File: config.mk
export PLATFORM = sky130hd
export DESIGN_NAME = parental_origin_pattern_classifier_unit
export DESIGN_NICKNAME = d
export VERILOG_FILES = /design/src/hdl/popc_pkg.sv /design/src/hdl/popc_front.sv /design/src/hdl/popc_fifo.sv /design/src/hdl/popc_back.sv /design/src/hdl/parental_origin_pattern_classifier_unit.sv
export VERILOG_INCLUDE_DIRS = /design/src /design/src/hdl
export SDC_FILE = /design/constraint.sdc
export NUM_CORES = 1
export LEC_CHECK = 0
export BUFFER_PORTS_ARGS = -buffer_cell sky130_fd_sc_hd__buf_2
export CAP_MARGIN = 20
export CORE_UTILIZATION = 41
export CTS_BUF_LIST = sky130_fd_sc_hd__clkbuf_4
export DETAILED_ROUTE_END_ITERATION = 6
export MAX_ROUTING_LAYER = met4
export SYNTH_ARGS = -nofsm -noshare
export SYNTH_HDL_FRONTEND = slang
export SYNTH_HIERARCHICAL = 1
export SYNTH_SLANG_ARGS = --single-unit
File: constraint.sdc
create_clock -name clock -period 4.7 [get_ports clock]
set_clock_uncertainty 0.05 [all_clocks]
set_input_delay 0.235 -clock clock [delete_from_list [all_inputs] [get_ports clock]]
set_output_delay 0.235 -clock clock [all_outputs]
set_load 0.05 [all_outputs]
File: src/hdl/parental_origin_pattern_classifier_unit_macros.svh
// ---------------------------------------------------------------------------
// parental origin pattern classifier assertion macros
// shared concurrent assertion forms, clocked on clock, off during reset
// ---------------------------------------------------------------------------
`ifndef PARENTAL_ORIGIN_PATTERN_CLASSIFIER_UNIT_MACROS_SVH
`define PARENTAL_ORIGIN_PATTERN_CLASSIFIER_UNIT_MACROS_SVH

// property that holds at every edge
`define POPC_ASSERT_NOW(lbl, expr, msg) \
   lbl: assert property (@(posedge clock) disable iff (reset) (expr)) else $error(msg);

// property whose consequent holds in the cycle after the antecedent
`define POPC_ASSERT_NEXT(lbl, ante, cons, msg) \
   lbl: assert property (@(posedge clock) disable iff (reset) (ante) |=> (cons)) \
      else $error(msg);

`endif

File: src/hdl/popc_pkg.sv
// ---------------------------------------------------------------------------
// popc_pkg
// types, codes and constants of the parental origin pattern classifier
// ---------------------------------------------------------------------------
`timescale 1ns / 1ps

package popc_pkg;

   localparam int unsigned MAX_LEN_DEFAULT = 1048576;
   localparam int unsigned CFG_W           = 21;
   localparam int unsigned FIFO_DEPTH      = 4;
   localparam int unsigned FIFO_PTR_W      = 2;
   localparam int unsigned FIFO_CNT_W      = 3;

   localparam logic [CFG_W-1:0] TOTAL_MAX = {CFG_W{1'b1}};

   // register indexes
   localparam logic [1:0] CSR_SEQ_LENGTH     = 2'd0;
   localparam logic [1:0] CSR_END_ZONE       = 2'd1;
   localparam logic [1:0] CSR_MISMATCH_LIMIT = 2'd2;

   // parent codes
   localparam logic [1:0] CODE_NONE = 2'd0;
   localparam logic [1:0] CODE_H    = 2'd1;
   localparam logic [1:0] CODE_L    = 2'd2;

   // position kinds from the front end
   localparam logic [1:0] KIND_MISMATCH = 2'd0;
   localparam logic [1:0] KIND_H        = 2'd1;
   localparam logic [1:0] KIND_L        = 2'd2;
   localparam logic [1:0] KIND_BOTH     = 2'd3;

   localparam logic [2:0] RUN_NEEDED = 3'd7;
   localparam logic [2:0] SWITCH_MAX = 3'd7;

   // pattern codes
   localparam logic [3:0] PAT_H_TWO     = 4'd1;
   localparam logic [3:0] PAT_L_TWO     = 4'd2;
   localparam logic [3:0] PAT_L_THREE   = 4'd3;
   localparam logic [3:0] PAT_H_THREE   = 4'd4;
   localparam logic [3:0] PAT_OTHER     = 4'd5;
   localparam logic [3:0] PAT_H_ONE     = 4'd6;
   localparam logic [3:0] PAT_L_ONE     = 4'd7;
   localparam logic [3:0] PAT_MISMATCH  = 4'd8;
   localparam logic [3:0] PAT_IDENTICAL = 4'd9;
   localparam logic [3:0] PAT_END_RUN   = 4'd10;

   typedef struct packed {
      logic [7:0] f_base;
      logic [7:0] h_base;
      logic [7:0] l_base;
      logic       last;
   } req_item_type;

   typedef struct packed {
      logic [3:0]       pattern_code;
      logic [CFG_W-1:0] mismatch_total;
   } rsp_item_type;

   typedef struct packed {
      logic [1:0] kind;
      logic       identical;
      logic       last;
   } op_type;

   typedef struct packed {
      logic [CFG_W-1:0] seq_length;
      logic [CFG_W-1:0] end_zone;
      logic [CFG_W-1:0] mismatch_limit;
   } cfg_type;

endpackage

File: src/hdl/popc_front.sv
// ---------------------------------------------------------------------------
// popc_front
// compares the three bases of a position and reduces them to a kind
// ---------------------------------------------------------------------------
`timescale 1ns / 1ps

module popc_front (
   input  popc_pkg::req_item_type item,
   output popc_pkg::op_type       op
);

   logic fh_eq;
   logic fl_eq;

   assign fh_eq = (item.f_base == item.h_base);
   assign fl_eq = (item.f_base == item.l_base);

   always_comb begin
      op.identical = fh_eq && fl_eq;
      op.last      = item.last;
      if (!fh_eq && !fl_eq) begin
         op.kind = popc_pkg::KIND_MISMATCH;
      end else if (fh_eq && !fl_eq) begin
         op.kind = popc_pkg::KIND_H;
      end else if (fl_eq && !fh_eq) begin
         op.kind = popc_pkg::KIND_L;
      end else begin
         op.kind = popc_pkg::KIND_BOTH;
      end
   end

endmodule

File: src/hdl/popc_fifo.sv
// ---------------------------------------------------------------------------
// popc_fifo
// short queue of classified positions between front and back end
// ---------------------------------------------------------------------------
`timescale 1ns / 1ps

module popc_fifo (
   input  logic              clock,
   input  logic              reset,
   input  logic              push,
   input  popc_pkg::op_type  push_data,
   output logic              full,
   input  logic              pop,
   output logic              not_empty,
   output popc_pkg::op_type  pop_data
);

   popc_pkg::op_type                        slot_ff [popc_pkg::FIFO_DEPTH];
   logic [popc_pkg::FIFO_PTR_W-1:0]         wr_ptr_ff, wr_ptr_in;
   logic [popc_pkg::FIFO_PTR_W-1:0]         rd_ptr_ff, rd_ptr_in;
   logic [popc_pkg::FIFO_CNT_W-1:0]         count_ff, count_in;

   assign full      = (count_ff == popc_pkg::FIFO_CNT_W'(popc_pkg::FIFO_DEPTH));
   assign not_empty = (count_ff != '0);
   assign pop_data  = slot_ff[rd_ptr_ff];

   always_comb begin
      wr_ptr_in = push ? wr_ptr_ff + 1'b1 : wr_ptr_ff;
      rd_ptr_in = pop ? rd_ptr_ff + 1'b1 : rd_ptr_ff;
      count_in  = count_ff;
      if (push && !pop) begin
         count_in = count_ff + 1'b1;
      end else if (pop && !push) begin
         count_in = count_ff - 1'b1;
      end
   end

   always_ff @(posedge clock) begin
      if (reset) begin
         wr_ptr_ff <= '0;
         rd_ptr_ff <= '0;
         count_ff  <= '0;
      end else begin
         wr_ptr_ff <= wr_ptr_in;
         rd_ptr_ff <= rd_ptr_in;
         count_ff  <= count_in;
      end
   end

   always_ff @(posedge clock) begin
      if (push) begin
         slot_ff[wr_ptr_ff] <= push_data;
      end
   end

endmodule

File: src/hdl/popc_back.sv
// ---------------------------------------------------------------------------
// popc_back
// sequence state update, classification and result register
// ---------------------------------------------------------------------------
`timescale 1ns / 1ps

`include "parental_origin_pattern_classifier_unit_macros.svh"

module popc_back #(
   parameter int unsigned MaxLen = popc_pkg::MAX_LEN_DEFAULT
) (
   input  logic                   clock,
   input  logic                   reset,
   input  popc_pkg::cfg_type      cfg,
   input  logic                   op_valid,
   input  popc_pkg::op_type       op,
   output logic                   op_pop,
   output logic                   rsp_valid,
   input  logic                   rsp_ready,
   output popc_pkg::rsp_item_type rsp_data
);

   localparam int unsigned CW   = $clog2(MaxLen) + 1;
   localparam int unsigned CMPW =
      ((CW > popc_pkg::CFG_W) ? CW : popc_pkg::CFG_W) + 1;
   localparam logic [CW-1:0] CNT_SAT = CW'(64'(MaxLen) * 64'd2 - 64'd1);

   logic [CW-1:0] position_ff, position_in;
   logic [CW-1:0] mismatch_ff, mismatch_in;
   logic [1:0]    prev_code_ff, prev_code_in;
   logic [CW-1:0] prev_pos_ff, prev_pos_in;
   logic [2:0]    run_ff, run_in;
   logic          cand_ff, cand_in;
   logic [1:0]    first_code_ff, first_code_in;
   logic [2:0]    switch_ff, switch_in;
   logic          ident_ff, ident_in;

   logic                   rsp_valid_ff, rsp_valid_in;
   popc_pkg::rsp_item_type rsp_data_ff, rsp_data_in;

   logic [3:0]      pattern;
   logic [CMPW:0]   far_sum;
   logic            near;
   logic [1:0]      code;

   assign op_pop    = op_valid && (!op.last || !rsp_valid_ff || rsp_ready);
   assign rsp_valid = rsp_valid_ff;
   assign rsp_data  = rsp_data_ff;

   assign far_sum = (CMPW + 1)'(position_ff) + (CMPW + 1)'(cfg.end_zone);
   assign near    = (CMPW'(position_ff) <= CMPW'(cfg.end_zone)) ||
                    (far_sum >= (CMPW + 1)'(cfg.seq_length));
   assign code    = (op.kind == popc_pkg::KIND_H) ? popc_pkg::CODE_H :
                    (op.kind == popc_pkg::KIND_L) ? popc_pkg::CODE_L : popc_pkg::CODE_NONE;

   always_comb begin
      position_in   = position_ff;
      mismatch_in   = mismatch_ff;
      prev_code_in  = prev_code_ff;
      prev_pos_in   = prev_pos_ff;
      run_in        = run_ff;
      cand_in       = cand_ff;
      first_code_in = first_code_ff;
      switch_in     = switch_ff;
      ident_in      = ident_ff;
      pattern       = popc_pkg::PAT_OTHER;
      rsp_data_in   = rsp_data_ff;
      rsp_valid_in  = rsp_valid_ff && !rsp_ready;

      if (op_pop) begin
         ident_in = ident_ff && op.identical;
         if (op.kind == popc_pkg::KIND_MISMATCH) begin
            if (mismatch_ff != CNT_SAT) begin
               mismatch_in = mismatch_ff + 1'b1;
            end
         end else begin
            if (!near) begin
               run_in = '0;
            end
            if (code != popc_pkg::CODE_NONE) begin
               if (code != prev_code_ff) begin
                  if (near) begin
                     if ((CW + 1)'(position_ff) == (CW + 1)'(prev_pos_ff) + 1'b1) begin
                        if (run_in < popc_pkg::RUN_NEEDED) begin
                           run_in = run_in + 1'b1;
                        end
                     end else begin
                        run_in = '0;
                     end
                     if (run_in >= popc_pkg::RUN_NEEDED) begin
                        cand_in = 1'b1;
                     end
                  end
                  if (first_code_ff == popc_pkg::CODE_NONE) begin
                     first_code_in = code;
                  end
                  if (switch_ff < popc_pkg::SWITCH_MAX) begin
                     switch_in = switch_ff + 1'b1;
                  end
               end
               prev_code_in = code;
               prev_pos_in  = position_ff;
            end
         end
         if (position_ff != CNT_SAT) begin
            position_in = position_ff + 1'b1;
         end

         if (ident_in) begin
            pattern = popc_pkg::PAT_IDENTICAL;
         end else if (CMPW'(mismatch_in) > CMPW'(cfg.mismatch_limit)) begin
            pattern = popc_pkg::PAT_MISMATCH;
         end else if (cand_in) begin
            pattern = popc_pkg::PAT_END_RUN;
         end else begin
            case (switch_in)
               3'd1:    pattern = (first_code_in == popc_pkg::CODE_H) ?
                                  popc_pkg::PAT_H_ONE : popc_pkg::PAT_L_ONE;
               3'd2:    pattern = (first_code_in == popc_pkg::CODE_H) ?
                                  popc_pkg::PAT_H_TWO : popc_pkg::PAT_L_TWO;
               3'd3:    pattern = (first_code_in == popc_pkg::CODE_H) ?
                                  popc_pkg::PAT_H_THREE : popc_pkg::PAT_L_THREE;
               default: pattern = popc_pkg::PAT_OTHER;
            endcase
         end

         if (op.last) begin
            rsp_valid_in                = 1'b1;
            rsp_data_in.pattern_code    = pattern;
            rsp_data_in.mismatch_total  =
               (CMPW'(mismatch_in) > CMPW'(popc_pkg::TOTAL_MAX)) ?
               popc_pkg::TOTAL_MAX : popc_pkg::CFG_W'(mismatch_in);
            position_in   = '0;
            mismatch_in   = '0;
            prev_code_in  = popc_pkg::CODE_NONE;
            prev_pos_in   = '0;
            run_in        = '0;
            cand_in       = 1'b0;
            first_code_in = popc_pkg::CODE_NONE;
            switch_in     = '0;
            ident_in      = 1'b1;
         end
      end
   end

   always_ff @(posedge clock) begin
      if (reset) begin
         position_ff   <= '0;
         mismatch_ff   <= '0;
         prev_code_ff  <= popc_pkg::CODE_NONE;
         prev_pos_ff   <= '0;
         run_ff        <= '0;
         cand_ff       <= 1'b0;
         first_code_ff <= popc_pkg::CODE_NONE;
         switch_ff     <= '0;
         ident_ff      <= 1'b1;
         rsp_valid_ff  <= 1'b0;
      end else begin
         position_ff   <= position_in;
         mismatch_ff   <= mismatch_in;
         prev_code_ff  <= prev_code_in;
         prev_pos_ff   <= prev_pos_in;
         run_ff        <= run_in;
         cand_ff       <= cand_in;
         first_code_ff <= first_code_in;
         switch_ff     <= switch_in;
         ident_ff      <= ident_in;
         rsp_valid_ff  <= rsp_valid_in;
      end
   end

   always_ff @(posedge clock) begin
      rsp_data_ff <= rsp_data_in;
   end

   `POPC_ASSERT_NOW(a_cand_needs_switches, !cand_ff || (switch_ff == popc_pkg::SWITCH_MAX), "end run flagged without saturated switch count")
   `POPC_ASSERT_NOW(a_first_code_tracks_switches, (first_code_ff == popc_pkg::CODE_NONE) == (switch_ff == 3'd0), "first code and switch count disagree")
   `POPC_ASSERT_NEXT(a_last_clears_sequence, op_pop && op.last, (position_ff == '0) && ident_ff && rsp_valid_ff, "last beat did not clear state and post a result")

endmodule

File: src/hdl/parental_origin_pattern_classifier_unit.sv
// ---------------------------------------------------------------------------
// parental origin pattern classifier unit
// streams aligned offspring / parent positions and classifies the sequence
// ---------------------------------------------------------------------------
// One position beat is taken per cycle while the queue is not full. The front
// end compares the three bases and queues the position kind in a four-entry
// queue; the back end updates the sequence state for one queued beat per cycle
// unless a last beat is held, so the sustained rate is one beat per clock. The
// beat flagged last writes its result into the output register at the edge
// that takes it from the queue; an accepted beat passes through a queue slot
// before it reaches the result register. A result still waiting holds back
// only the next last beat, and the next sequence starts behind it with no gap.
// The rate is set by the state update in the back end. Configuration is written
// through the csr port by the user while no sequence is in flight; the block does not enforce this.
`timescale 1ns / 1ps

module parental_origin_pattern_classifier_unit #(
   parameter int unsigned MaxLen = popc_pkg::MAX_LEN_DEFAULT
) (
   input  logic                          clock,
   input  logic                          reset,
   input  logic                          req_valid,
   output logic                          req_ready,
   input  popc_pkg::req_item_type        req_data,
   output logic                          rsp_valid,
   input  logic                          rsp_ready,
   output popc_pkg::rsp_item_type        rsp_data,
   input  logic                          csr_write_enable,
   input  logic [1:0]                    csr_index,
   input  logic [popc_pkg::CFG_W-1:0]    csr_write_data
);

   popc_pkg::cfg_type cfg_ff, cfg_in;
   popc_pkg::op_type  front_op;
   popc_pkg::op_type  queue_op;
   logic              queue_full;
   logic              queue_not_empty;
   logic              queue_pop;
   logic              queue_push;

   assign req_ready  = !queue_full;
   assign queue_push = req_valid && !queue_full;

   always_comb begin
      cfg_in = cfg_ff;
      if (csr_write_enable) begin
         unique case (csr_index)
            popc_pkg::CSR_SEQ_LENGTH:     cfg_in.seq_length     = csr_write_data;
            popc_pkg::CSR_END_ZONE:       cfg_in.end_zone       = csr_write_data;
            popc_pkg::CSR_MISMATCH_LIMIT: cfg_in.mismatch_limit = csr_write_data;
            default:                      cfg_in = cfg_ff;
         endcase
      end
   end

   always_ff @(posedge clock) begin
      if (reset) begin
         cfg_ff.seq_length     <= popc_pkg::CFG_W'(1);
         cfg_ff.end_zone       <= '0;
         cfg_ff.mismatch_limit <= '0;
      end else begin
         cfg_ff <= cfg_in;
      end
   end

   popc_front u_front (
      .item (req_data),
      .op   (front_op)
   );

   popc_fifo u_fifo (
      .clock     (clock),
      .reset     (reset),
      .push      (queue_push),
      .push_data (front_op),
      .full      (queue_full),
      .pop       (queue_pop),
      .not_empty (queue_not_empty),
      .pop_data  (queue_op)
   );

   popc_back #(
      .MaxLen (MaxLen)
   ) u_back (
      .clock     (clock),
      .reset     (reset),
      .cfg       (cfg_ff),
      .op_valid  (queue_not_empty),
      .op        (queue_op),
      .op_pop    (queue_pop),
      .rsp_valid (rsp_valid),
      .rsp_ready (rsp_ready),
      .rsp_data  (rsp_data)
   );

endmodule

After elaboration in Yosys (flattened, before gate mapping)
Memory sizes are Yosys's and may differ from the RTL's. A register that Yosys moved wholly into a read port is not among the register bits.
Cells that the tools add are included.
W data, S select, Z words.
- input port bits: 53
- word-level logic and storage cells: 157
- register bits: 171
- output and inout port bits: 27
- bits in writable memories: 16
- memories kept: 1
- equality and inequality tests: 16
- $add $sub $neg: 10
- multiplexer cells: 66
- reduce and logical (&&, ||, !) cells: 38
- magnitude comparators: 6
- memories (name ; words ; width ; rd ports ; clocked after memory_dff ; wr ports ; line ; RTL):
    u_fifo.slot_ff ; 4 ; 4 ; 1 ; 1 ; 1 ; popc_fifo.sv:18 ; popc_pkg::op_type slot_ff [popc_pkg::FIFO_DEPTH];
- operators by type and width (cell ; count):
    $mux W21 ; 9
    $mux W3 ; 24
    $add A21 B1 Y21 const B ; 2
    $ne A21 B21 Y1 const B ; 2
    $mux W2 ; 17
    $ge A23 B21 Y1 ; 1
    $add A21 B1 Y22 const B ; 1
    $add A21 B21 Y22 ; 1
    $eq A21 B22 Y1 ; 1
    $gt A21 B21 Y1 ; 1
    $le A21 B21 Y1 ; 1
    $eq A8 B8 Y1 ; 2
    $mux W1 ; 15
    $reduce_and A2 Y1 ; 6
    $logic_and A1 B1 Y1 ; 10
    $add A3 B1 Y3 const B ; 3
    $pmux W3 S3 ; 1
    $logic_not A1 Y1 ; 8
    $reduce_bool A2 Y1 ; 4
    $eq A2 B1 Y1 const B ; 3
    $eq A3 B2 Y1 const B ; 2
    $logic_not A2 Y1 ; 3
    $lt A3 B3 Y1 const B ; 2
    $add A2 B1 Y2 const B ; 2
    12 further kinds ; 15

Logic depth before layout (Yosys ltp)
Gate-level depths: netlist (run 1).
- depth after elaboration: 23
- depth in mapped cells: 25
- depth with buffers taken out: 25

By module
The synthesis (run 1) kept the hierarchy.
- modules (own cells, without submodules) (module ; times used ; area each (um2) ; cells each ; sequential area each (um2)):
    popc_back ; 1 ; 7932.6 ; 986 ; 2272.2
    parental_origin_pattern_classifier_unit ; 1 ; 2563.7 ; 233 ; 1261.2
    popc_fifo ; 1 ; 1009.7 ; 64 ; 660.6
    popc_front ; 1 ; 192.7 ; 24 ; 0.0

Least setup slack after synthesis (run 1)
Ideal clock, no wire load.
- path type: register to register
- start: reg u_back.position_ff[0]
- end: reg u_back.rsp_data_ff (netlist bit u_back/rsp_data[21]), data pin
- path buffers: 0
- slack: -0.504 ns
- setup time: 0.257 ns
- data arrival time: 4.897 ns
- cell stages (with the launch flop): 24
- required time: 4.393 ns
- clock period less this slack: 5.204 ns
- cell sequence: dfxtp_1 > ha_1 > inv_1 > fa_1 > o21bai_1 > a211oi_1 > o31ai_1 > a311oi_1 > o21ai_0 > a31oi_1 > o21bai_1 > xnor2_1 > ha_1 > a2111oi_0 > o211ai_1 > nor4b_1 > nand4_1 > and2_1 > ha_1 > nor2b_1 > a31oi_1 > nor3_1 > nand4_2 > a32o_1
- word-level cells in the longest chain between the ends: 23
- elaborated cells on any way between the ends: 26
- classes of those cells: 2 x add/sub; 4 x order compare; 1 x eq/ne; 18 x mux; 1 x reduce/logical
- RTL lines (item ; line ; RTL):
    from (decl) ; popc_back.sv:28 ; logic [CW-1:0] position_ff, position_in;
    from (signal assigned) ; popc_back.sv:159 ; position_ff <= position_in;
    $add A21 B21 Y22 ; popc_back.sv:50 ; assign far_sum = (CMPW + 1)'(position_ff) + (CMPW + 1)'(cfg.end_zone);
    $ge A23 B21 Y1 ; popc_back.sv:52 ; (far_sum >= (CMPW + 1)'(cfg.seq_length));
    $logic_or A1 B1 Y1 ; popc_back.sv:51 ; assign near = (CMPW'(position_ff) <= CMPW'(cfg.end_zone)) ||
    $mux W3 ; popc_back.sv:77 ; if (!near) begin
    $mux W3 ; popc_back.sv:72 ; if (op.kind == popc_pkg::KIND_MISMATCH) begin
    $mux W3 ; popc_back.sv:70 ; if (op_pop) begin
    $add A3 B1 Y3 or $lt A3 B3 Y1 (tied branches) ; popc_back.sv:85, popc_back.sv:84 ;
    $mux W3 ; popc_back.sv:84 ; if (run_in < popc_pkg::RUN_NEEDED) begin
    [7 not listed] ; n/a ;
    $mux W1 ; popc_back.sv:90 ; if (run_in >= popc_pkg::RUN_NEEDED) begin
    $mux W1 (*) ; popc_back.sv:82 ; if (near) begin
    $mux W1 (*) ; popc_back.sv:81 ; if (code != prev_code_ff) begin
    $mux W1 (*) ; popc_back.sv:80 ; if (code != popc_pkg::CODE_NONE) begin
    $mux W1 (*) ; popc_back.sv:72 ;
    $mux W1 (*) ; popc_back.sv:70 ;
    $mux W2 (*) ; popc_back.sv:113 ; end else if (cand_in) begin
    $mux W1 (*) ; popc_back.sv:111 ; end else if (CMPW'(mismatch_in) > CMPW'(cfg.mismatch_limit)) begin
    to (signal assigned) ; popc_back.sv:173 ; rsp_data_ff <= rsp_data_in;
    to (decl) ; popc_back.sv:39 ; popc_pkg::rsp_item_type rsp_data_ff, rsp_data_in;
Mark *: on every way between the ends. The rest lies on a longest branch, timed or not. The select of a mux whose other input is x is not followed.
A chain may end at the register's enable or synchronous reset.

Final worst setup path (run 1)
- start: reg cfg_ff[32] in the netlist's numbering
- end: reg u_back.rsp_data_ff (netlist bit u_back/rsp_data[21]), data pin
- word-level cells in the longest chain between the ends: 23
- elaborated cells on any way between the ends: 25
- classes of those cells: 2 x add/sub; 4 x order compare; 18 x mux; 1 x reduce/logical
- RTL lines (item ; line ; RTL):
    from (decl) ; parental_origin_pattern_classifier_unit.sv:33 ; popc_pkg::cfg_type cfg_ff, cfg_in;
    from (signal assigned) ; parental_origin_pattern_classifier_unit.sv:62 ; cfg_ff <= cfg_in;
    $add A21 B21 Y22 ; popc_back.sv:50 ;
    $ge A23 B21 Y1 ; popc_back.sv:52 ;
    $logic_or A1 B1 Y1 (*) ; popc_back.sv:51 ;
    $mux W3 ; popc_back.sv:77 ;
    $mux W3 ; popc_back.sv:72 ;
    $mux W3 ; popc_back.sv:70 ;
    $add A3 B1 Y3 or $lt A3 B3 Y1 (tied branches) ; popc_back.sv:85, popc_back.sv:84 ;
    $mux W3 ; popc_back.sv:84 ;
    [7 not listed] ; n/a ;
    $mux W1 ; popc_back.sv:90 ;
    $mux W1 (*) ; popc_back.sv:82 ;
    $mux W1 (*) ; popc_back.sv:81 ;
    $mux W1 (*) ; popc_back.sv:80 ;
    $mux W1 (*) ; popc_back.sv:72 ;
    $mux W1 (*) ; popc_back.sv:70 ;
    $mux W2 (*) ; popc_back.sv:113 ;
    $mux W1 (*) ; popc_back.sv:111 ;
Marked as above.

==> run summary, run 1 <==
The flow ran to the end, but the final reports show violations. The final reports fail on setup timing. After synthesis, the cell types taking the most area are sky130_fd_sc_hd__dfxtp_1 (25%), sky130_fd_sc_hd__edfxtp_1 (11%), sky130_fd_sc_hd__ha_1 (10%). The worst setup path is launched from a register.

The total of flip-flops plus latches after synthesis works out to 189. The area growth from synthesis to final layout was 20.3%; the maximum cell stage delay along the critical path was 0.55 ns. Setup violations remaining at the end of the flow were counted as 7. The remaining global-route overflow was 0.

The pin count of the biggest net entering global routing is 112. The run gives 0.0117 mm2 as the total standard cell area after synthesis. The tools report the met2 layer usage reported by global route as 0.349.

The smallest clock period supported by the final layout is computed as 5.22 ns. The logs give 0 for the post-detailed-route DRC marker count and 1637 for the final net count. The initialized floorplan defines 61 standard-cell rows.

Share of flip-flops with an asynchronous set or reset: 0. The later pin in the worst-skew pair is clocked with a latency of 0.61 ns. In the routed layout, each cell is associated on average with a via count of 5.26.

Number of synthesized flops with an enable pin: 41. Across all register-to-register paths, the minimum setup slack is -0.52 ns. For the placer's final routability congestion estimate, the log shows 0.906.

Worst max-slew margin expressed relative to the limit: 0.343. By count the netlist is led by sky130_fd_sc_hd__dfxtp_1 (148), sky130_fd_sc_hd__nor2_1 (129), sky130_fd_sc_hd__inv_1 (99). The yosys synthesis warning count is 6, and the first-pass iteration count of the detailed router is 5. The final layout contains routed wiring with a total length of 30.6 mm. The post-place instance area was 0.0132 mm2. The met1 track utilization from global routing is 0.287, and the number of nets in the synthesized netlist is 1459. The CTS clock-pin slew for the worst setup and hold paths was 0.22 ns.

After global routing, the most crowded layer is met2. Floorplan die height: 171 um. The highest attainable clock frequency was 191 MHz; the number of antenna violations at the first check in global routing was 1. Measured along the x axis, the die boundary spans 171 um. At the pin with the least slew margin, the transition time is 0.982 ns. The buffer cell driving the clock tree root is sky130_fd_sc_hd__clkbuf_4. The met3 layer usage reported by global route came out at 0.0308. Traced cell by cell, the critical path runs through inv_1, ha_4, or4_4, nor2b_1, nor3_2, o211ai_1, a31oi_1, or4_1, and3_4, ha_4, a2111oi_4, o211ai_1, nor4b_2, nand4_1, and2_1, ha_1, nor2b_1, a31oi_1, nor3_1, nand4_2, a32o_1. The logs give 678 for the iteration-0 DRC count of the detailed router and -0.523 ns for the final setup slack of the worst path.

The number of buffer and inverter stages on the critical path works out to 1. Final hold analysis gives a worst-case slack of 0.0477 ns. The run gives 0 as the final number of hold-violating endpoints.

The origin of the worst setup path was cfg_ff[32]. The logs give 5.92 nW for the standby leakage power and 48.0 mm for the first-pass GRT wire length. Setup total negative slack on the finished layout was measured at -2.26 ns. The category of the worst setup path capture point is a register. The number of global-route vias before repair is 9244, and the number of buffers on the longest clock path is 2. The tree built by TritonCTS fans out to 189 sinks. VDD sags by at most 0.297 mV. The most common cell in the synthesized netlist was sky130_fd_sc_hd__dfxtp_1.

The count of maximum capacitance violations was 0; the area of the core was 0.0279 mm2. The worst register-to-register path begins at cfg_ff[32]. Along the worst path, the maximum fanout reaches 4.

The logs give 1307 for the post-synthesis cell count and 0.359 for the sequential-to-total area share from yosys stat. The layout has 2671 filler cells. The count of buffers added on input and output ports is 79.

Setup repair after global routing could not meet its margin everywhere. The library cell contributing the largest single delay on the critical path is sky130_fd_sc_hd__or4_4. The synthesized area divided by synthesized cell count works out to 8.95 um2. The final period utilization is 1.11. The total via count in the routed design was 9877.

The top flip-flop cell by instance count after synthesis was sky130_fd_sc_hd__dfxtp_1. The cell type with the largest total area after synthesis is sky130_fd_sc_hd__dfxtp_1. The ratio of cells with drive above 1 in the final layout works out to 0.198. Class of the most critical hold timing path: in2reg. Combined global-route utilization of all metal layers: 0.218.

The number of levels the H-tree was split into was 4; the power per cell area was 331 mW/mm2. Dominant delay contributor by cell family on the critical path: simple AND/OR/NAND/NOR gates. The sequential cells in the finished layout cover a total of 0.00422 mm2. For the post-synthesis cell type count, the log shows 73.

The worst setup path is of the reg2reg kind. Buffers inserted during clock tree synthesis total 17. For the post-route standard cell area excluding fillers, the log shows 0.0141 mm2.

Critical path depth in cells: 21. Terminus of the critical flop-to-flop path: u_back/rsp_data[21]. In this run the remaining antenna-violating nets after routing total 0. Post-detailed-placement half-perimeter wirelength: 22.6 mm.

The area share of the largest cell type after synthesis works out to 0.253. The end point of the critical path was u_back/rsp_data[21]. The detailed-route wire length per cell was 16.3 um. The run gives 5.58 ns as the critical path arrival.

The number of top-level pins was 80. The final number of max-transition violations was 0. TritonCTS built the clock tree.

At the worst endpoint, the required time is 5.05 ns. The floorplan step defined a die boundary enclosing 0.0292 mm2. The tools report the starting density of the core as 0.419.

For the worst flop-to-flop path, the logic depth is 21. The run gives 0.00720 mm2 as the area used by multi-input combinational logic.
worst register-to-register path, stage by stage (launching register included):
cell and delay, ns:
sky130_fd_sc_hd__dfxtp_2 0.37, sky130_fd_sc_hd__inv_1 0.06, sky130_fd_sc_hd__ha_4 0.24, sky130_fd_sc_hd__or4_4 0.55, sky130_fd_sc_hd__nor2b_1 0.16, sky130_fd_sc_hd__nor3_2 0.06, sky130_fd_sc_hd__o211ai_1 0.13, sky130_fd_sc_hd__a31oi_1 0.16
sky130_fd_sc_hd__or4_1 0.42, sky130_fd_sc_hd__and3_4 0.19, sky130_fd_sc_hd__ha_4 0.16, sky130_fd_sc_hd__a2111oi_4 0.34, sky130_fd_sc_hd__o211ai_1 0.16, sky130_fd_sc_hd__nor4b_2 0.28, sky130_fd_sc_hd__nand4_1 0.28, sky130_fd_sc_hd__and2_1 0.27
sky130_fd_sc_hd__ha_1 0.28, sky130_fd_sc_hd__nor2b_1 0.13, sky130_fd_sc_hd__a31oi_1 0.05, sky130_fd_sc_hd__nor3_1 0.22, sky130_fd_sc_hd__nand4_2 0.21, sky130_fd_sc_hd__a32o_1 0.28
cells by family (layout without fill, tap and decap cells):
group / Yosys count / count (layout) / share of synthesized area
buffers and inverters: 152 / 343 / 0.0517
multiplexers: 75 / 75 / 0.0693
XOR/XNOR: 96 / 96 / 0.0719
AO/OA/AOI/OAI: 226 / 226 / 0.126
other: 0 / 1 / 0
flip-flops: 189 / 189 / 0.359
adder cells (fa/ha/maj): 99 / 99 / 0.107
AND/OR/NAND/NOR: 470 / 470 / 0.215
what timing repair did:
item,CTS,global route
endpoints found under the setup margin,7,7
pin swaps,30,27
resized for setup,40,14
hold buffers,22,0
setup buffers,7,2
endpoints found under the hold margin,59,0
per-stage QoR:
step           utilization  power [W]  worst slack, ns  cells
2_1_floorplan            -    0.00312           -0.245   1307
3_3_place_gp         0.472    0.00359           -0.664   1813
3_5_place_dp         0.472    0.00361           -0.735   1813
4_1_cts              0.501    0.00468           -0.471   1874
5_1_grt              0.504    0.00492           -0.783   1877
6_report             0.504    0.00466           -0.523   1877
cells in the final DEF (no fill, tap or decap), types with 5 or more instances in the layout:
cell	netlist	layout
sky130_fd_sc_hd__a21o_1	20	20
sky130_fd_sc_hd__a21oi_1	51	48
sky130_fd_sc_hd__a22oi_1	38	38
sky130_fd_sc_hd__a31oi_1	19	19
sky130_fd_sc_hd__and2_1	7	7
sky130_fd_sc_hd__and3_1	21	20
sky130_fd_sc_hd__and4_1	7	7
sky130_fd_sc_hd__buf_2	2	78
sky130_fd_sc_hd__buf_4	4	110
sky130_fd_sc_hd__clkbuf_4	0	17
sky130_fd_sc_hd__clkinv_8	0	5
sky130_fd_sc_hd__dfxtp_1	148	130
sky130_fd_sc_hd__dfxtp_2	0	17
sky130_fd_sc_hd__dlygate4sd3_1	0	22
sky130_fd_sc_hd__edfxtp_1	41	41
sky130_fd_sc_hd__ha_1	97	84
sky130_fd_sc_hd__ha_4	0	9
sky130_fd_sc_hd__inv_1	99	96
sky130_fd_sc_hd__inv_12	0	5
sky130_fd_sc_hd__mux2i_1	69	69
sky130_fd_sc_hd__nand2_1	50	50
sky130_fd_sc_hd__nand2b_1	91	91
sky130_fd_sc_hd__nand3_1	34	33
sky130_fd_sc_hd__nand4_1	32	32
sky130_fd_sc_hd__nor2_1	129	128
sky130_fd_sc_hd__nor2b_1	14	13
sky130_fd_sc_hd__nor3_1	30	29
sky130_fd_sc_hd__nor3b_1	5	5
sky130_fd_sc_hd__nor4_1	13	12
sky130_fd_sc_hd__o21ai_0	40	37
sky130_fd_sc_hd__o21ai_1	2	5
sky130_fd_sc_hd__o21bai_1	7	6
sky130_fd_sc_hd__or3_1	13	13
sky130_fd_sc_hd__xnor2_1	62	62
sky130_fd_sc_hd__xor2_1	34	34
layer usage:
layer	wire length, um	vias up	share of wire
met5	0	-	0
met4	466	0	0.015
met3	1370	29	0.045
met2	14000	241	0.46
met1	14700	4646	0.48
li1	-	4961	-
report_power, final:
part	total (W)	internal [W]	switching (W)
clock network	0.00102	0.000283	0.000740
registers	0.00193	0.00185	0.0000802
logic	0.00171	0.000547	0.00116
total	0.00466	0.00268	0.00198
sequential cells by signal, indices dropped and copies added, names as in the netlist, 3 cells and up, named ones only:
register and flops:
u_back/mismatch_ff 21, u_back/prev_pos_ff 21, u_fifo/count_ff 3, u_back/position_ff 21, u_back/switch_ff 3, u_back/rsp_data 25, u_back/run_ff 3, cfg_ff 63
u_fifo/slot_ff 16
area by class of cell:
type | instances | share of cell area
multi-input combinational | 966 | 0.512
sequential | 189 | 0.300
timing repair buffer | 212 | 0.104
tap | 378 | 0.0336
inverter | 99 | 0.0264
clock inverter | 15 | 0.0155
clock buffer | 17 | 0.00907
antenna | 1 | 0.000178
how the worst min path moves through the flow:
stage / startpoint / to / slack, ns / depth (start not counted)
2_1_floorplan: csr_write_data[0] / cfg_ff[42] / 0.35 / 2
3_3_place_gp: u_back/first_code_ff[1] / u_back/first_code_ff[1] / 0.40 / 2
3_5_place_dp: cfg_ff[43] / cfg_ff[43] / 0.41 / 2
4_1_cts: req_data[10] / u_fifo/slot_ff[0][2] / 0.001 / 4
5_1_grt: req_data[8] / u_fifo/slot_ff[1][3] / 0.02 / 4
6_report: req_data[8] / u_fifo/slot_ff[3][3] / 0.05 / 4
Note: power is estimated with default switching activity, not from simulation.
==> run 2, diff against run 1 <==
--- a/config.mk
+++ b/config.mk
@@ -12,6 +12,7 @@
 export CTS_BUF_LIST = sky130_fd_sc_hd__clkbuf_4
 export DETAILED_ROUTE_END_ITERATION = 6
 export MAX_ROUTING_LAYER = met4
+export SETUP_SLACK_MARGIN = 0.4
 export SYNTH_ARGS = -nofsm -noshare
 export SYNTH_HDL_FRONTEND = slang
 export SYNTH_HIERARCHICAL = 1
==> run summary, run 2 (synthesized netlist as in run 1, its figures left out) <==
Number of sinks on the clock net: 189 (unchanged). The maximum fanout encountered on the critical timing path was 4 (unchanged). Ratio of cells with drive above 1 in the final layout: 0.209 (+0.0112).

The peak supply drop came out at 0.225 mV (-24%). The class of the most critical hold timing path is in2reg. The logs give 0.0142 mm2 (+0.65%) for the post-route standard cell area excluding fillers and 22.6 mm (+0.15%) for the post-detailed-placement half-perimeter wirelength.

The critical path arrival was 5.48 ns (-0.10 ns); the post-route minimum period was 5.14 ns (-0.0841 ns). The logs give 5.04 ns (about the same) for the required time of the worst setup path and 5.95 nW (+0.46%) for the standby leakage power. The number of buffers created by CTS came out at 17 (unchanged).

The setup slack after placement was -0.772 ns (-0.0367 ns); the number of antenna violations at the first check in global routing was 1 (unchanged). The endpoint identified for the worst register-to-register timing path is u_back/rsp_data[21]. The total negative slack for setup checks came out at -1.83 ns (+0.429 ns).

The buffer cell driving the clock tree root is sky130_fd_sc_hd__clkbuf_4. The final number of max-transition violations was 0 (unchanged). The starting density of the core is 0.419 (unchanged), and the die footprint is 0.0292 mm2 (unchanged). The final setup slack of the worst path is -0.439 ns (+0.0841 ns), and the number of vias per cell after detailed routing is 5.29 (+0.48%). Following the worst setup path forward leads to its endpoint at u_back/rsp_data[21]. The area of the core was 0.0279 mm2 (unchanged). The total via count in the routed design came out at 9956 (+0.80%). The category of the worst setup path capture point was a register. Setup repair after global routing could not meet its margin everywhere.

The iteration-0 DRC count of the detailed router was 745 (+9.9%). The total setup violations reported at the end of the flow was 6 (-1). The post-detailed-routing wire length was 30.9 mm (+1.3%); the clock latency reported for the late side of the worst-skew pair was 0.62 ns (about the same). Dominant delay contributor by cell family on the critical path: compound AO/OA/AOI/OAI gates. TritonCTS built the clock tree. Number of buffers on the longest clock path: 2 (unchanged). The tools report the final net count as 1643 (+0.37%). The logs give 0 (unchanged) for the remaining antenna violation count after routing and 195 MHz (+1.6%) for the highest attainable clock frequency. The critical path depth in cells is 26 (+24%). The overall power consumption came out at 0.00461 W (-1.2%).

The detailed-route wire length per cell was 16.4 um (+0.96%); the count of buffers inserted at the top-level ports was 79 (unchanged). The combined global-route utilization of all metal layers is 0.222 (+0.00478). The library cells used most frequently in the layout, excluding fill and tap cells, are sky130_fd_sc_hd__dfxtp_1 (132), sky130_fd_sc_hd__nor2_1 (128), sky130_fd_sc_hd__buf_4 (114). The post-place instance area was 0.0132 mm2 (unchanged).

The most common library cell in the layout ignoring fill and taps is sky130_fd_sc_hd__dfxtp_1. The run gives 2656 (-0.56%) as the total of fill cells in the finished design. The logs give 9422 (+1.9%) for the number of global-route vias before repair and 7 (+2) for the first-pass iteration count of the detailed router. The run gives 0.335 (-0.00870) as the worst max-slew margin expressed relative to the limit.

The floorplan die height is 171 um (unchanged). The run gives 0.904 (-0.20%) as the placer's final routability congestion estimate. Tracing the worst setup path back leads to its startpoint at u_back/position_ff[0]. The worst setup path is of the reg2reg kind.

Setup slack of the most critical reg-to-reg path: -0.44 ns (+0.08 ns). The tools report the origin of the critical flop-to-flop path as u_back/position_ff[0]. The worst setup path is launched from a register.

The number of levels the H-tree was split into came out at 4 (unchanged). The post-detailed-route DRC marker count is 0 (unchanged). The die outline width came out at 171 um (unchanged). Final period utilization: 1.09 (-0.0179).

The run gives 61 (unchanged) as the number of core rows. The tools report the remaining global-route overflow as 0 (unchanged). The count of maximum capacitance violations is 0 (unchanged). The maximum cell stage delay along the critical path is 0.39 ns (-0.16 ns). The run finished, with violations left. The slew at the pin closest to its max-slew limit came out at 0.995 ns (+0.0130 ns).

The power per cell area was 325 mW/mm2 (-1.8%); the final number of hold-violating endpoints was 0 (unchanged). The number of flip-flops in the largest register is 63 (unchanged), and the area growth from synthesis to final layout is 21.1%. The tools report the pin count of the biggest net entering global routing as 90 (-20%). The largest register by flop count is cfg_ff. The checks that failed: setup timing. The library cell contributing the largest single delay on the critical path was sky130_fd_sc_hd__dfxtp_4.

The logic depth of the worst register-to-register path was 26 (+24%); the first-pass GRT wire length was 49.0 mm (+2.0%). The number of buffer and inverter stages on the critical path came out at 2 (+1). The number of top-level pins is 80 (unchanged), and the CTS clock-pin slew for the worst setup and hold paths is 0.19 ns (-0.03 ns).

The run gives 0.507 (+0.00327) as the end-of-flow core utilization.
-- run 2: tightest hold or removal path: cells and delay by family --
| kind | cells | cell delay, ns |
|---|---|---|
| multiplexers | 1 | 0.12 |
| buffers and inverters | 1 | 0.10 |
| AND/OR/NAND/NOR | 1 | 0.23 |
-- run 2: metal layers --
layer  share of wire  track usage
met4           0.017       0.0637
met2            0.45        0.350
met3           0.041       0.0305
met1            0.49        0.297
met5               0            -
-- run 2: cell type report --
| type | instances | area (um2) | share of cell area |
|---|---|---|---|
| sequential | 189 | 4220 | 0.298 |
| clock buffer | 17 | 128 | 0.00901 |
| timing repair buffer | 218 | 1520 | 0.107 |
| clock inverter | 15 | 169 | 0.0119 |
| multi-input combinational | 966 | 7280 | 0.514 |
| antenna | 1 | 2.50 | 0.000177 |
| tap | 378 | 473 | 0.0334 |
| inverter | 99 | 374 | 0.0264 |
-- run 2: worst min-delay path by stage --
stage | start | to | slack (ns) | cells after the start
3_3_place_gp | u_back/first_code_ff[1] | u_back/first_code_ff[1] | 0.40 | 2
4_1_cts | req_data[3] | u_fifo/slot_ff[1][3] | 0.02 | 4
3_5_place_dp | u_back/first_code_ff[1] | u_back/first_code_ff[1] | 0.41 | 2
2_1_floorplan | csr_write_data[0] | cfg_ff[42] | 0.35 | 2
6_report | csr_write_data[15] | cfg_ff[36] | 0.05 | 3
5_1_grt | csr_write_data[7] | cfg_ff[7] | 0.01 | 3
-- run 2: power breakdown --
| group | switching [W] | internal [W] |
|---|---|---|
| logic | 0.00116 | 0.000570 |
| clock network | 0.000695 | 0.000250 |
| registers | 0.0000820 | 0.00185 |
| total | 0.00194 | 0.00267 |
-- run 2: through the flow --
step           hold WS [ns]  std cells
6_report             0.0491       1883
5_1_grt              0.0145       1883
4_1_cts              0.0180       1876
3_5_place_dp          0.408       1813
3_3_place_gp          0.402       1813
2_1_floorplan         0.352       1307
-- run 2: what timing repair did --
item / in CTS / in global routing
setup buffers: 10 / 6
endpoints found under the setup margin: 8 / 8
gates resized for setup: 51 / 20
hold buffers: 21 / 0
endpoints found under the hold margin: 48 / 0
pin swaps: 34 / 36
